`config.mk`:
```
export PLATFORM = sky130hd
export DESIGN_NAME = tick_to_ohlc_bar_aggregator_flat
export DESIGN_NICKNAME = d
export VERILOG_FILES = /design/src/ohlc_pkg.sv /design/src/ohlc_if.sv /design/src/ohlc_ingress.sv /design/src/ohlc_bar_state.sv /design/src/tick_to_ohlc_bar_aggregator.sv /design/src/flat_wrapper.sv
export SDC_FILE = /design/constraint.sdc
export NUM_CORES = 1
export LEC_CHECK = 0
export BUFFER_PORTS_ARGS = -buffer_cell sky130_fd_sc_hd__buf_4
export CAP_MARGIN = 20
export CELL_PAD_IN_SITES_DETAIL_PLACEMENT = 0
export CELL_PAD_IN_SITES_GLOBAL_PLACEMENT = 1
export CORE_ASPECT_RATIO = 0.9
export CORE_MARGIN = 1.5
export CORE_UTILIZATION = 40
export DETAILED_ROUTE_END_ITERATION = 12
export PLACE_DENSITY = 0.77
export SLEW_MARGIN = 20
export SYNTH_ARGS = -nofsm -noshare
export SYNTH_HDL_FRONTEND = slang
export SYNTH_SLANG_ARGS = --single-unit
```
`constraint.sdc`:
```
create_clock -name clk -period 27.1 [get_ports clk]
set_input_delay 4.065 -clock clk [delete_from_list [all_inputs] [get_ports clk]]
set_output_delay 4.065 -clock clk [all_outputs]
set_load 0.03 [all_outputs]
```
`src/ohlc_pkg.sv`:
```
// Shared types, constants and helper functions for the OHLC bar aggregator.
package ohlc_pkg;

  localparam int unsigned HourW     = 5;
  localparam int unsigned MinuteW   = 6;
  localparam int unsigned PriceW    = 32;
  localparam int unsigned TickVolW  = 32;
  localparam int unsigned TickTurnW = 40;
  localparam int unsigned BarVolW   = 48;
  localparam int unsigned BarTurnW  = 63;
  localparam int unsigned ClockW    = 12;  // hour*100 + minute, up to 31*100 + 63

  localparam logic [MinuteW-1:0] BarMinutesReset = MinuteW'(1);
  localparam logic [MinuteW-1:0] AlignStep       = MinuteW'(15);

  // Session boundaries as hour*100 + minute.
  localparam logic [ClockW-1:0] MorningOpen  = ClockW'(900);
  localparam logic [ClockW-1:0] BreakStart   = ClockW'(1015);
  localparam logic [ClockW-1:0] BreakEnd     = ClockW'(1030);
  localparam logic [ClockW-1:0] LunchStart   = ClockW'(1130);
  localparam logic [ClockW-1:0] LunchEnd     = ClockW'(1330);
  localparam logic [ClockW-1:0] DayClose     = ClockW'(1500);
  localparam logic [ClockW-1:0] NightOpen    = ClockW'(2100);
  localparam logic [ClockW-1:0] NightClose   = ClockW'(2300);

  localparam logic [BarVolW-1:0]  VolMax  = {BarVolW{1'b1}};
  localparam logic [BarTurnW-1:0] TurnMax = {BarTurnW{1'b1}};

  // Tick held in the input register.
  typedef struct packed {
    logic [HourW-1:0]     hour;
    logic [MinuteW-1:0]   minute;
    logic [MinuteW-1:0]   minute_aligned;
    logic [PriceW-1:0]    price;
    logic [TickVolW-1:0]  volume;
    logic [TickTurnW-1:0] turnover;
  } tick_t;

  // Status from the bar stage back to the input stage and the checks.
  typedef struct packed {
    logic advance;
    logic emit;
  } bar_status_t;

  function automatic logic [ClockW-1:0] clock_value(input logic [HourW-1:0] hour,
                                                    input logic [MinuteW-1:0] minute);
    return ClockW'(hour) * ClockW'(100) + ClockW'(minute);
  endfunction

  function automatic logic session_closed(input logic [ClockW-1:0] t);
    return (t < MorningOpen) ||
           ((t >= BreakStart) && (t < BreakEnd)) ||
           ((t >= LunchStart) && (t < LunchEnd)) ||
           ((t >= DayClose) && (t < NightOpen)) ||
           (t >= NightClose);
  endfunction

  // Round down to a multiple of 15 (minute is at most 63).
  function automatic logic [MinuteW-1:0] align_minute(input logic [MinuteW-1:0] minute);
    logic [MinuteW-1:0] r;
    r = '0;
    if (minute >= MinuteW'(4 * AlignStep)) r = MinuteW'(4 * AlignStep);
    else if (minute >= MinuteW'(3 * AlignStep)) r = MinuteW'(3 * AlignStep);
    else if (minute >= MinuteW'(2 * AlignStep)) r = MinuteW'(2 * AlignStep);
    else if (minute >= AlignStep) r = AlignStep;
    return r;
  endfunction

endpackage

```
`src/ohlc_if.sv`:
```
// Valid/ready channel interfaces for ticks in and closed bars out.
interface ohlc_tick_if;
  logic                               valid;
  logic                               ready;
  logic [ohlc_pkg::HourW-1:0]         tick_hour;
  logic [ohlc_pkg::MinuteW-1:0]       tick_minute;
  logic [ohlc_pkg::PriceW-1:0]        last_price;
  logic [ohlc_pkg::TickVolW-1:0]      tick_volume;
  logic [ohlc_pkg::TickTurnW-1:0]     tick_turnover;

  modport source(output valid, tick_hour, tick_minute, last_price, tick_volume,
                 tick_turnover, input ready);
  modport sink(input valid, tick_hour, tick_minute, last_price, tick_volume,
               tick_turnover, output ready);
endinterface

interface ohlc_bar_if;
  logic                           valid;
  logic                           ready;
  logic [ohlc_pkg::PriceW-1:0]    bar_open;
  logic [ohlc_pkg::PriceW-1:0]    bar_high;
  logic [ohlc_pkg::PriceW-1:0]    bar_low;
  logic [ohlc_pkg::PriceW-1:0]    bar_close;
  logic [ohlc_pkg::BarVolW-1:0]   bar_volume;
  logic [ohlc_pkg::BarTurnW-1:0]  bar_turnover;
  logic [ohlc_pkg::HourW-1:0]     bar_start_hour;
  logic [ohlc_pkg::MinuteW-1:0]   bar_start_minute;

  modport source(output valid, bar_open, bar_high, bar_low, bar_close, bar_volume,
                 bar_turnover, bar_start_hour, bar_start_minute, input ready);
  modport sink(input valid, bar_open, bar_high, bar_low, bar_close, bar_volume,
               bar_turnover, bar_start_hour, bar_start_minute, output ready);
endinterface

```
`src/ohlc_ingress.sv`:
```
// Input register with the trading session filter.
module ohlc_ingress (
  input  logic                  clk,
  input  logic                  rst,
  ohlc_tick_if.sink             tick,
  input  ohlc_pkg::bar_status_t status,
  output logic                  held_valid,
  output ohlc_pkg::tick_t       held
);

  logic closed;
  logic take;

  assign closed     = ohlc_pkg::session_closed(
                        ohlc_pkg::clock_value(tick.tick_hour, tick.tick_minute));
  assign tick.ready = !held_valid || status.advance;
  assign take       = tick.valid && tick.ready;

  // Drop closed-session ticks at the door: they never reach the bar stage.
  always_ff @(posedge clk) begin
    if (rst) begin
      held_valid <= 1'b0;
    end else if (take) begin
      held_valid <= !closed;
    end else if (status.advance) begin
      held_valid <= 1'b0;
    end
  end

  always_ff @(posedge clk) begin
    if (take) begin
      held.hour           <= tick.tick_hour;
      held.minute         <= tick.tick_minute;
      held.minute_aligned <= ohlc_pkg::align_minute(tick.tick_minute);
      held.price          <= tick.last_price;
      held.volume         <= tick.tick_volume;
      held.turnover       <= tick.tick_turnover;
    end
  end

endmodule

```
`src/ohlc_bar_state.sv`:
```
// Open bar state, bar close decision and the result register.
module ohlc_bar_state (
  input  logic                          clk,
  input  logic                          rst,
  input  logic [ohlc_pkg::MinuteW-1:0]  bar_minutes,
  input  logic                          held_valid,
  input  ohlc_pkg::tick_t               held,
  output ohlc_pkg::bar_status_t         status,
  ohlc_bar_if.source                    bar
);

  logic                           bar_exists;
  logic [ohlc_pkg::PriceW-1:0]    open_price;
  logic [ohlc_pkg::PriceW-1:0]    high_price;
  logic [ohlc_pkg::PriceW-1:0]    low_price;
  logic [ohlc_pkg::PriceW-1:0]    close_price;
  logic [ohlc_pkg::BarVolW-1:0]   volume_sum;
  logic [ohlc_pkg::BarTurnW-1:0]  turnover_sum;
  logic [ohlc_pkg::HourW-1:0]     start_hour;
  logic [ohlc_pkg::MinuteW-1:0]   start_minute;

  logic [ohlc_pkg::MinuteW:0]     close_edge;
  logic                           emit;
  logic                           advance;
  logic [ohlc_pkg::BarVolW:0]     vol_sum;
  logic [ohlc_pkg::BarTurnW:0]    turn_sum;
  logic [ohlc_pkg::BarVolW-1:0]   volume_sum_next;
  logic [ohlc_pkg::BarTurnW-1:0]  turnover_sum_next;

  // minute - start >= length, written without a signed subtract
  assign close_edge = {1'b0, start_minute} + {1'b0, bar_minutes};
  assign emit       = bar_exists &&
                      ((held.hour != start_hour) ||
                       ({1'b0, held.minute} >= close_edge));
  // Hold the tick while a closed bar has nowhere to go.
  assign advance    = held_valid && (!emit || !bar.valid || bar.ready);

  assign status.advance = advance;
  assign status.emit    = emit;

  assign vol_sum  = {1'b0, volume_sum} + (ohlc_pkg::BarVolW + 1)'(held.volume);
  assign turn_sum = {1'b0, turnover_sum} + (ohlc_pkg::BarTurnW + 1)'(held.turnover);
  assign volume_sum_next   = vol_sum[ohlc_pkg::BarVolW] ? ohlc_pkg::VolMax
                                                        : vol_sum[ohlc_pkg::BarVolW-1:0];
  assign turnover_sum_next = turn_sum[ohlc_pkg::BarTurnW] ? ohlc_pkg::TurnMax
                                                          : turn_sum[ohlc_pkg::BarTurnW-1:0];

  always_ff @(posedge clk) begin
    if (rst) begin
      bar_exists   <= 1'b0;
      open_price   <= '0;
      high_price   <= '0;
      low_price    <= '0;
      close_price  <= '0;
      volume_sum   <= '0;
      turnover_sum <= '0;
      start_hour   <= '0;
      start_minute <= '0;
    end else if (advance) begin
      if (!bar_exists || emit) begin
        bar_exists   <= 1'b1;
        open_price   <= held.price;
        high_price   <= held.price;
        low_price    <= held.price;
        close_price  <= held.price;
        volume_sum   <= ohlc_pkg::BarVolW'(held.volume);
        turnover_sum <= ohlc_pkg::BarTurnW'(held.turnover);
        start_hour   <= held.hour;
        // first bar keeps its raw minute
        start_minute <= bar_exists ? held.minute_aligned : held.minute;
      end else begin
        close_price  <= held.price;
        if (held.price > high_price) high_price <= held.price;
        if (held.price < low_price) low_price <= held.price;
        volume_sum   <= volume_sum_next;
        turnover_sum <= turnover_sum_next;
      end
    end
  end

  always_ff @(posedge clk) begin
    if (rst) begin
      bar.valid <= 1'b0;
    end else if (advance && emit) begin
      bar.valid <= 1'b1;
    end else if (bar.ready) begin
      bar.valid <= 1'b0;
    end
  end

  always_ff @(posedge clk) begin
    if (advance && emit) begin
      bar.bar_open         <= open_price;
      bar.bar_high         <= high_price;
      bar.bar_low          <= low_price;
      bar.bar_close        <= close_price;
      bar.bar_volume       <= volume_sum;
      bar.bar_turnover     <= turnover_sum;
      bar.bar_start_hour   <= start_hour;
      bar.bar_start_minute <= start_minute;
    end
  end

endmodule

```
`src/tick_to_ohlc_bar_aggregator.sv`:
```
// Flow: a taken tick waits in the input register; the bar it closes is written to the
// result register as the tick advances out of the input register.
// Throughput: one tick per cycle; a tick stalls only when it closes a bar while the
// previous result is still untaken.
// Reset (rst, synchronous): no open bar, bar_minutes = 1, no result pending.
module tick_to_ohlc_bar_aggregator (
  input  logic                          clk,
  input  logic                          rst,
  input  logic                          cfg_write,
  input  logic [ohlc_pkg::MinuteW-1:0]  cfg_data,
  ohlc_tick_if.sink                     tick,
  ohlc_bar_if.source                    bar
);

  logic [ohlc_pkg::MinuteW-1:0] bar_minutes;
  logic                   held_valid;
  ohlc_pkg::tick_t        held;
  ohlc_pkg::bar_status_t  status;

  always_ff @(posedge clk) begin
    if (rst) begin
      bar_minutes <= ohlc_pkg::BarMinutesReset;
    end else if (cfg_write) begin
      bar_minutes <= cfg_data;
    end
  end

  ohlc_ingress u_ingress (
    .clk        (clk),
    .rst        (rst),
    .tick       (tick),
    .status     (status),
    .held_valid (held_valid),
    .held       (held)
  );

  ohlc_bar_state u_bar_state (
    .clk         (clk),
    .rst         (rst),
    .bar_minutes (bar_minutes),
    .held_valid  (held_valid),
    .held        (held),
    .status      (status),
    .bar         (bar)
  );

  // A held tick that cannot advance must still be held next cycle.
  a_hold_stalled: assert property (@(posedge clk) disable iff (rst)
    (held_valid && !status.advance) |=> held_valid)
    else $error("stalled tick lost");

  // A closing tick never advances over an untaken result.
  a_no_overwrite: assert property (@(posedge clk) disable iff (rst)
    (status.advance && status.emit) |-> (!bar.valid || bar.ready))
    else $error("result overwritten");

  // Low never exceeds high in a delivered bar.
  a_low_high: assert property (@(posedge clk) disable iff (rst)
    bar.valid |-> (bar.bar_low <= bar.bar_high))
    else $error("bar low above high");

  // A waiting result holds its valid and payload until the transfer.
  a_bar_hold: assert property (@(posedge clk) disable iff (rst)
    (bar.valid && !bar.ready) |=>
      (bar.valid && $stable(bar.bar_open) && $stable(bar.bar_volume) &&
       $stable(bar.bar_turnover) && $stable(bar.bar_start_minute)))
    else $error("waiting bar changed");

endmodule

```
`src/flat_wrapper.sv`:
```
// flat-port wrapper written by rule: the top's interface ports become plain ports
module tick_to_ohlc_bar_aggregator_flat 
  (clk, rst, cfg_write, cfg_data, tick_valid, tick_tick_hour, tick_tick_minute, tick_last_price, tick_tick_volume, tick_tick_turnover, tick_ready, bar_valid, bar_bar_open, bar_bar_high, bar_bar_low, bar_bar_close, bar_bar_volume, bar_bar_turnover, bar_bar_start_hour, bar_bar_start_minute, bar_ready);
  ohlc_tick_if tick_i ();
  ohlc_bar_if bar_i ();
  input  logic clk;
  input  logic rst;
  input  logic cfg_write;
  input  logic [ohlc_pkg::MinuteW-1:0] cfg_data;
  input wire logic [$bits(tick_i.valid)-1:0] tick_valid;
  input wire logic [$bits(tick_i.tick_hour)-1:0] tick_tick_hour;
  input wire logic [$bits(tick_i.tick_minute)-1:0] tick_tick_minute;
  input wire logic [$bits(tick_i.last_price)-1:0] tick_last_price;
  input wire logic [$bits(tick_i.tick_volume)-1:0] tick_tick_volume;
  input wire logic [$bits(tick_i.tick_turnover)-1:0] tick_tick_turnover;
  output wire logic [$bits(tick_i.ready)-1:0] tick_ready;
  output wire logic [$bits(bar_i.valid)-1:0] bar_valid;
  output wire logic [$bits(bar_i.bar_open)-1:0] bar_bar_open;
  output wire logic [$bits(bar_i.bar_high)-1:0] bar_bar_high;
  output wire logic [$bits(bar_i.bar_low)-1:0] bar_bar_low;
  output wire logic [$bits(bar_i.bar_close)-1:0] bar_bar_close;
  output wire logic [$bits(bar_i.bar_volume)-1:0] bar_bar_volume;
  output wire logic [$bits(bar_i.bar_turnover)-1:0] bar_bar_turnover;
  output wire logic [$bits(bar_i.bar_start_hour)-1:0] bar_bar_start_hour;
  output wire logic [$bits(bar_i.bar_start_minute)-1:0] bar_bar_start_minute;
  input wire logic [$bits(bar_i.ready)-1:0] bar_ready;
  assign tick_i.valid = tick_valid;
  assign tick_i.tick_hour = tick_tick_hour;
  assign tick_i.tick_minute = tick_tick_minute;
  assign tick_i.last_price = tick_last_price;
  assign tick_i.tick_volume = tick_tick_volume;
  assign tick_i.tick_turnover = tick_tick_turnover;
  assign tick_ready = tick_i.ready;
  assign bar_valid = bar_i.valid;
  assign bar_bar_open = bar_i.bar_open;
  assign bar_bar_high = bar_i.bar_high;
  assign bar_bar_low = bar_i.bar_low;
  assign bar_bar_close = bar_i.bar_close;
  assign bar_bar_volume = bar_i.bar_volume;
  assign bar_bar_turnover = bar_i.bar_turnover;
  assign bar_bar_start_hour = bar_i.bar_start_hour;
  assign bar_bar_start_minute = bar_i.bar_start_minute;
  assign bar_i.ready = bar_ready;
  tick_to_ohlc_bar_aggregator u_core (.clk(clk), .rst(rst), .cfg_write(cfg_write), .cfg_data(cfg_data), .tick(tick_i), .bar(bar_i));
endmodule
```
# Word-level counts from Yosys, hierarchy flattened
# Index checks and enable logic that the tools add are counted.
[word_totals] regBits=630 inputBits=126 out_inout_bits=252 elab_cells=95
[op_classes] add_sub_neg=4 n_mul=1 order_cmp=15 eq_ne=1 n_mux=16 reduce_logical=30
[ops] cell="2-to-1 mux 32 bit" count=4
[ops] cell="2-to-1 mux 63 bit" count=2
[ops] cell="2-to-1 mux 48 bit" count=2
[ops] cell="adder 63 x 40 -> 64 bit" count=1
[ops] cell="adder 48 x 32 -> 49 bit" count=1
[ops] cell="> comparator 32 bit" count=1
[ops] cell="< comparator 32 bit" count=1
[ops] cell=">= comparator 12 x 11 -> 1 bit (second input constant)" count=2
[ops] cell="< comparator 12 x 11 -> 1 bit (second input constant)" count=2
[ops] cell="adder 12 x 6 -> 12 bit" count=1
[ops] cell=">= comparator 12 x 10 -> 1 bit (second input constant)" count=1
[ops] cell=">= comparator 12 bit (second input constant)" count=1
[ops] cell=">= comparator 6 bit (second input constant)" count=2
[ops] cell="< comparator 12 x 10 -> 1 bit (second input constant)" count=1
[ops] cell="< comparator 12 bit (second input constant)" count=1
[ops] cell="multiplier 5 x 5 -> 10 bit (second input constant)" count=1
[ops] cell="2-to-1 mux 5 bit" count=2
[ops] cell="logical OR 1 bit" count=9
[ops] cell="nonzero test 2 bit" count=4
[ops] cell="adder 6 x 6 -> 7 bit" count=1
[ops] cell=">= comparator 6 x 7 -> 1 bit" count=1
[ops] cell="logical AND 1 bit" count=7
[ops] cell=">= comparator 6 x 4 -> 1 bit (second input constant)" count=1
[ops] cell=">= comparator 6 x 5 -> 1 bit (second input constant)" count=1
[ops] cell="8 further kinds" count=17

# Depth between registers and ports, before layout
[depth] depth_word=11 mapped_depth=18 mapped_depth_nobuf=16

# By module
# From an unflattened synthesis, not the netlist that was laid out.
[hier_totals] cells_unflattened=2763 area_unflattened_um2=29617.2
[modules_own_cells] mod="ohlc_bar_state" instances=1 cells_per_inst=2494 area_per_inst_um2=24782.5 seq_area_each_um2=12552.0
[modules_own_cells] mod="ohlc_ingress" instances=1 cells_per_inst=250 area_per_inst_um2=4616.9 seq_area_each_um2=3623.5
[modules_own_cells] mod="tick_to_ohlc_bar_aggregator" instances=1 cells_per_inst=19 area_per_inst_um2=217.7 seq_area_each_um2=120.1

# Worst setup path before layout
# No wires, ideal clock.
[synth_path] path_type="input to register" from="input port bar_ready" to="register u_core.u_bar_state.bar.bar_close[0], enable pin" setup_ps=1166 t_arrival_ps=21507 required_ps=25934 path_slack_ps=4427 path_stages=5 path_buffers=2 cell_sequence="nand2b_1 > o31ai_1 > buf_2 > clkbuf_1 > nor3_1"
[synth_via] elab_chain_cells=3
[synth_lines] item="start, declared" line_no="flat_wrapper.sv:26" rtl="input wire logic [$bits(bar_i.ready)-1:0] bar_ready;"
[synth_lines] item="logical OR 1 bit" line_no="ohlc_bar_state.sv:36" rtl="assign advance = held_valid && (!emit || !bar.valid || bar.ready);"
[synth_lines] item="logical AND 1 bit" line_no="ohlc_bar_state.sv:36"
[synth_lines] item="logical AND 1 bit" line_no="ohlc_bar_state.sv:92" rtl="if (advance && emit) begin"
[synth_lines] item="end signal, assigned" line_no="ohlc_bar_state.sv:96" rtl="bar.bar_close <= close_price;"
[synth_lines] item="end, declared" line_no="ohlc_if.sv:29" rtl="modport source(output valid, bar_open, bar_high, bar_low, bar_close, bar_volume,"
# Every way passes these cells.
# A chain may end at the register's enable or synchronous reset.

# Worst setup path in the final report
[layout_path] from="input port bar_ready" to="output port tick_ready"
[layout_via] elab_chain_cells=3
[layout_lines] item="logical OR 1 bit" line_no="ohlc_bar_state.sv:36"
[layout_lines] item="logical AND 1 bit" line_no="ohlc_bar_state.sv:36"
[layout_lines] item="logical OR 1 bit" line_no="ohlc_ingress.sv:16" rtl="assign tick.ready = !held_valid || status.advance;"
[layout_lines] item="end, declared" line_no="flat_wrapper.sv:16" rtl="output wire logic [$bits(tick_i.ready)-1:0] tick_ready;"
# Every way passes these cells.

==> out/results.txt <==
Synthesized net count -> 2792
Critical path's top delay family -> buffers and inverters
Clock Skews -> 37.5 ps
Largest net degree at the start of global routing -> 99
GRT Overall Usage -> 20.3%
Final Setup Violations -> 0
Worst path most repeated cell -> buf_4
Post-Syn Area per Cell -> 11.3 um2
Die Span Y -> 255 um
Grt peak-use layer -> met2
TritonCTS Sinks -> 629
Share of layout cells above drive strength 1 -> 19.4%
Register-to-Register Path Depth -> 14
Status -> completed
Buf/Inv on CP -> 2
Worst-path cell chain -> buf_4, nand4b_1, buf_4
Crit Path Category -> primary input to primary output
RSZ-0062 raised after global routing -> false
Register area share after synthesis -> 57.8%
CP required -> 23030 ps
Port buffer count -> 377
First-pass GRT wire length -> 114000 um
Setup tns final -> 0 ps
Met1 usage -> 26.9%
Max-cap violation count -> 0
Clock power share -> 40.6%
Slew HR -> 25.4%
Antenna cells -> 0
Seq cells post-synth -> 629
Cell Count, Final, Fillers Out -> 3845
Post-route cell area -> 34200 um2
Tcrit/Tclk final -> 32.3%
Max clock buf depth -> 3
M2 GR Usage -> 33.3%
Placed instance count -> 3717
Final Worst Setup Slack -> 18350 ps
Antenna violations before repair -> 0
Most frequent cell after synthesis -> edfxtp_1
Area after DPL -> 31900 um2
Reg power frac -> 46.9%
Most common flop cell mapped by yosys -> edfxtp_1
CORE AREA -> 69900 um2
Worst-Margin Slew -> 1110 ps
GR Overflow Total -> 0
HPWL after detailed placement -> 50800 um
Quantity of gates resized following cts -> 0
Mapped Cells -> 2493
Worst-path clk slew -> 60 ps
Synth cell types -> 81
Cts bufs inserted -> 69
Leak Pwr -> 14.0 nW
Main area contributors after synthesis -> edfxtp_1 39%, dfxtp_1 18%, ha_1 7.5%
Crit path max fanout -> 3
Initial Utilization -> 40.3%
Postcts setup bufs -> 0
Combinational share of power -> 12.5%
CTS tree -> done
Die X -> 283 um
Place WS -> 18350 ps
Hold Path Stages -> 0
Hold WC Path Type -> flop to flop
Vias in the first global route -> 20500
Final min period -> 8750 ps
Switching Fraction -> 26.1%
Post-layout util -> 49.0%
DR iter-0 viols -> 1511
Worst-skew pair later-pin latency -> 620 ps
Mapped Area -> 28200 um2
PD cells -> 67.6 nW/um2
I/O pins -> 378
CP max stage cell -> nand4b_1
Nets@finish -> 3149
F_max -> 114 MHz
Row cnt -> 92
Ys Warns -> 0
Hold_buf cts -> 0
Max Slew Vio Count -> 0
Most instantiated cells after synthesis -> 370 x edfxtp_1, 322 x nand2_1, 259 x dfxtp_1
Met3 GRT Util -> 3.90%
Antenna-violating nets left -> 0
Worst setup EP type -> primary output
Synth-to-layout area growth -> 21.5%
Pint -> 1.71 mW
Crit-path max cell delay -> 270 ps
GPL Wtd Cong -> 0.852
Post-route DRC -> 0
Peak VDD IR -> 49.0 uV
Arr. time, crit path -> 4690 ps
Final Hold Fails -> 0
Synth area leader -> edfxtp_1
Filler cells -> 6261
Stages on worst setup path -> 3
CTS root buf -> clkbuf_16
Post-synth top area share -> 39.4%
EDFF count, synth -> 370
Vias/cell -> 5.38
Routed wire length -> 74800 um
H-tree level count -> 3
CP Launch Type -> primary input
Die Area -> 72100 um2
Post-synth ARST share -> 0%
Vias -> 20700
Per-cell routed wire length -> 19.5 um
DR pass1 iterations -> 5
P_sw -> 0.603 mW
==> worst paths after layout <==
check	from	to	slack, ps
max	bar_ready	tick_ready	18350
min	u_core.u_bar_state.close_price[28]	u_core.u_bar_state.bar.bar_close[28]	420
max reg2reg	u_core.u_bar_state.start_minute[0]	u_core.u_ingress.held[35]	21950
min reg2reg	u_core.u_bar_state.close_price[28]	u_core.u_bar_state.bar.bar_close[28]	420
==> placed cells by master (no fill, tap or decap), types with 7 or more instances in the layout <==
cell / n
clkbuf_1: 15
and2_1: 11
and3_1: 16
nor4_1: 9
nor2_1: 140
or3_1: 23
nand3_1: 46
a211oi_2: 10
nor3_1: 29
o21bai_1: 7
nand2b_1: 14
a211o_1: 8
a21o_1: 67
mux2i_1: 76
xor2_1: 37
xnor2_1: 47
o21ai_0: 148
clkbuf_8: 9
clkbuf_16: 73
a221oi_2: 15
edfxtp_1: 370
o211ai_1: 14
inv_1: 94
a211oi_1: 20
nand4_1: 42
dfxtp_1: 259
nor2b_1: 15
o21a_1: 14
buf_4: 396
a31oi_1: 24
clkinv_2: 15
a21oi_1: 186
ha_1: 168
o311ai_0: 9
nand2_1: 322
a221oi_1: 46
==> cells by family after synthesis <==
logic type | count (synthesis) | share of synthesized area [%]
compound gates | 626 | 14.7
buf+inv | 207 | 3.07
simple gates | 697 | 11.2
xor+xnor | 84 | 2.61
fa+ha+maj | 173 | 7.81
mux | 77 | 2.74
flops | 629 | 57.8
==> worst register-to-register path: cells and delay by family (launching register included) <==
kind            cells  cell delay [ps]
flops               1              320
fa+ha+maj           3              940
buf+inv             1              960
xor+xnor            1              150
compound gates      6             1180
simple gates        3             1180
==> power by group through the flow <==
stage | combinational [mW] | clock, mW | sequential, mW
after floorplan | 0.212 | 0 | 1.10
after global placement | 0.279 | 0 | 1.10
after detailed placement | 0.287 | 0 | 1.10
after CTS | 0.289 | 0.962 | 1.08
after global routing | 0.324 | 0.999 | 1.09
final | 0.290 | 0.939 | 1.08
==> per-stage QoR <==
| stage | hold slack (ps) | power, mW |
|---|---|---|
| final | 422 | 2.31 |
| after global routing | 439 | 2.41 |
| after CTS | 410 | 2.34 |
| after detailed placement | 413 | 1.39 |
| after global placement | 412 | 1.38 |
| after floorplan | 406 | 1.31 |
==> cell type report <==
cell class | instances | area [um2] | share of cell area [%]
clock buffer | 96 | 1990 | 5.82
tap | 940 | 1180 | 3.44
inverter | 94 | 353 | 1.03
sequential | 629 | 16300 | 47.6
multi-input combinational | 1657 | 11100 | 32.4
timing repair buffer | 399 | 3040 | 8.88
clock inverter | 30 | 288 | 0.841
==> registers in the layout (all words and copies together) (netlist names), 6 cells and up <==
name / count
u_core.u_bar_state.bar.bar_close: 32
u_core.u_bar_state.bar.bar_volume: 48
u_core.u_bar_state.bar.bar_high: 32
u_core.u_bar_state.bar.bar_low: 32
u_core.u_bar_state.open_price: 32
u_core.u_bar_state.start_minute: 6
u_core.u_bar_state.low_price: 32
u_core.u_bar_state.bar.bar_open: 32
u_core.u_ingress.held: 120
u_core.u_bar_state.close_price: 32
u_core.bar_minutes: 6
u_core.u_bar_state.turnover_sum: 63
u_core.u_bar_state.high_price: 32
u_core.u_bar_state.volume_sum: 48
u_core.u_bar_state.bar.bar_start_minute: 6
u_core.u_bar_state.bar.bar_turnover: 63
==> layer usage <==
metal | up-vias | part of all wire [%]
met4 | 0 | 3.1
met2 | 603 | 47
li1 | 9913 | -
met1 | 10100 | 44
met3 | 126 | 5.8
met5 | - | 0
Power figures use the tool's default switching activity.
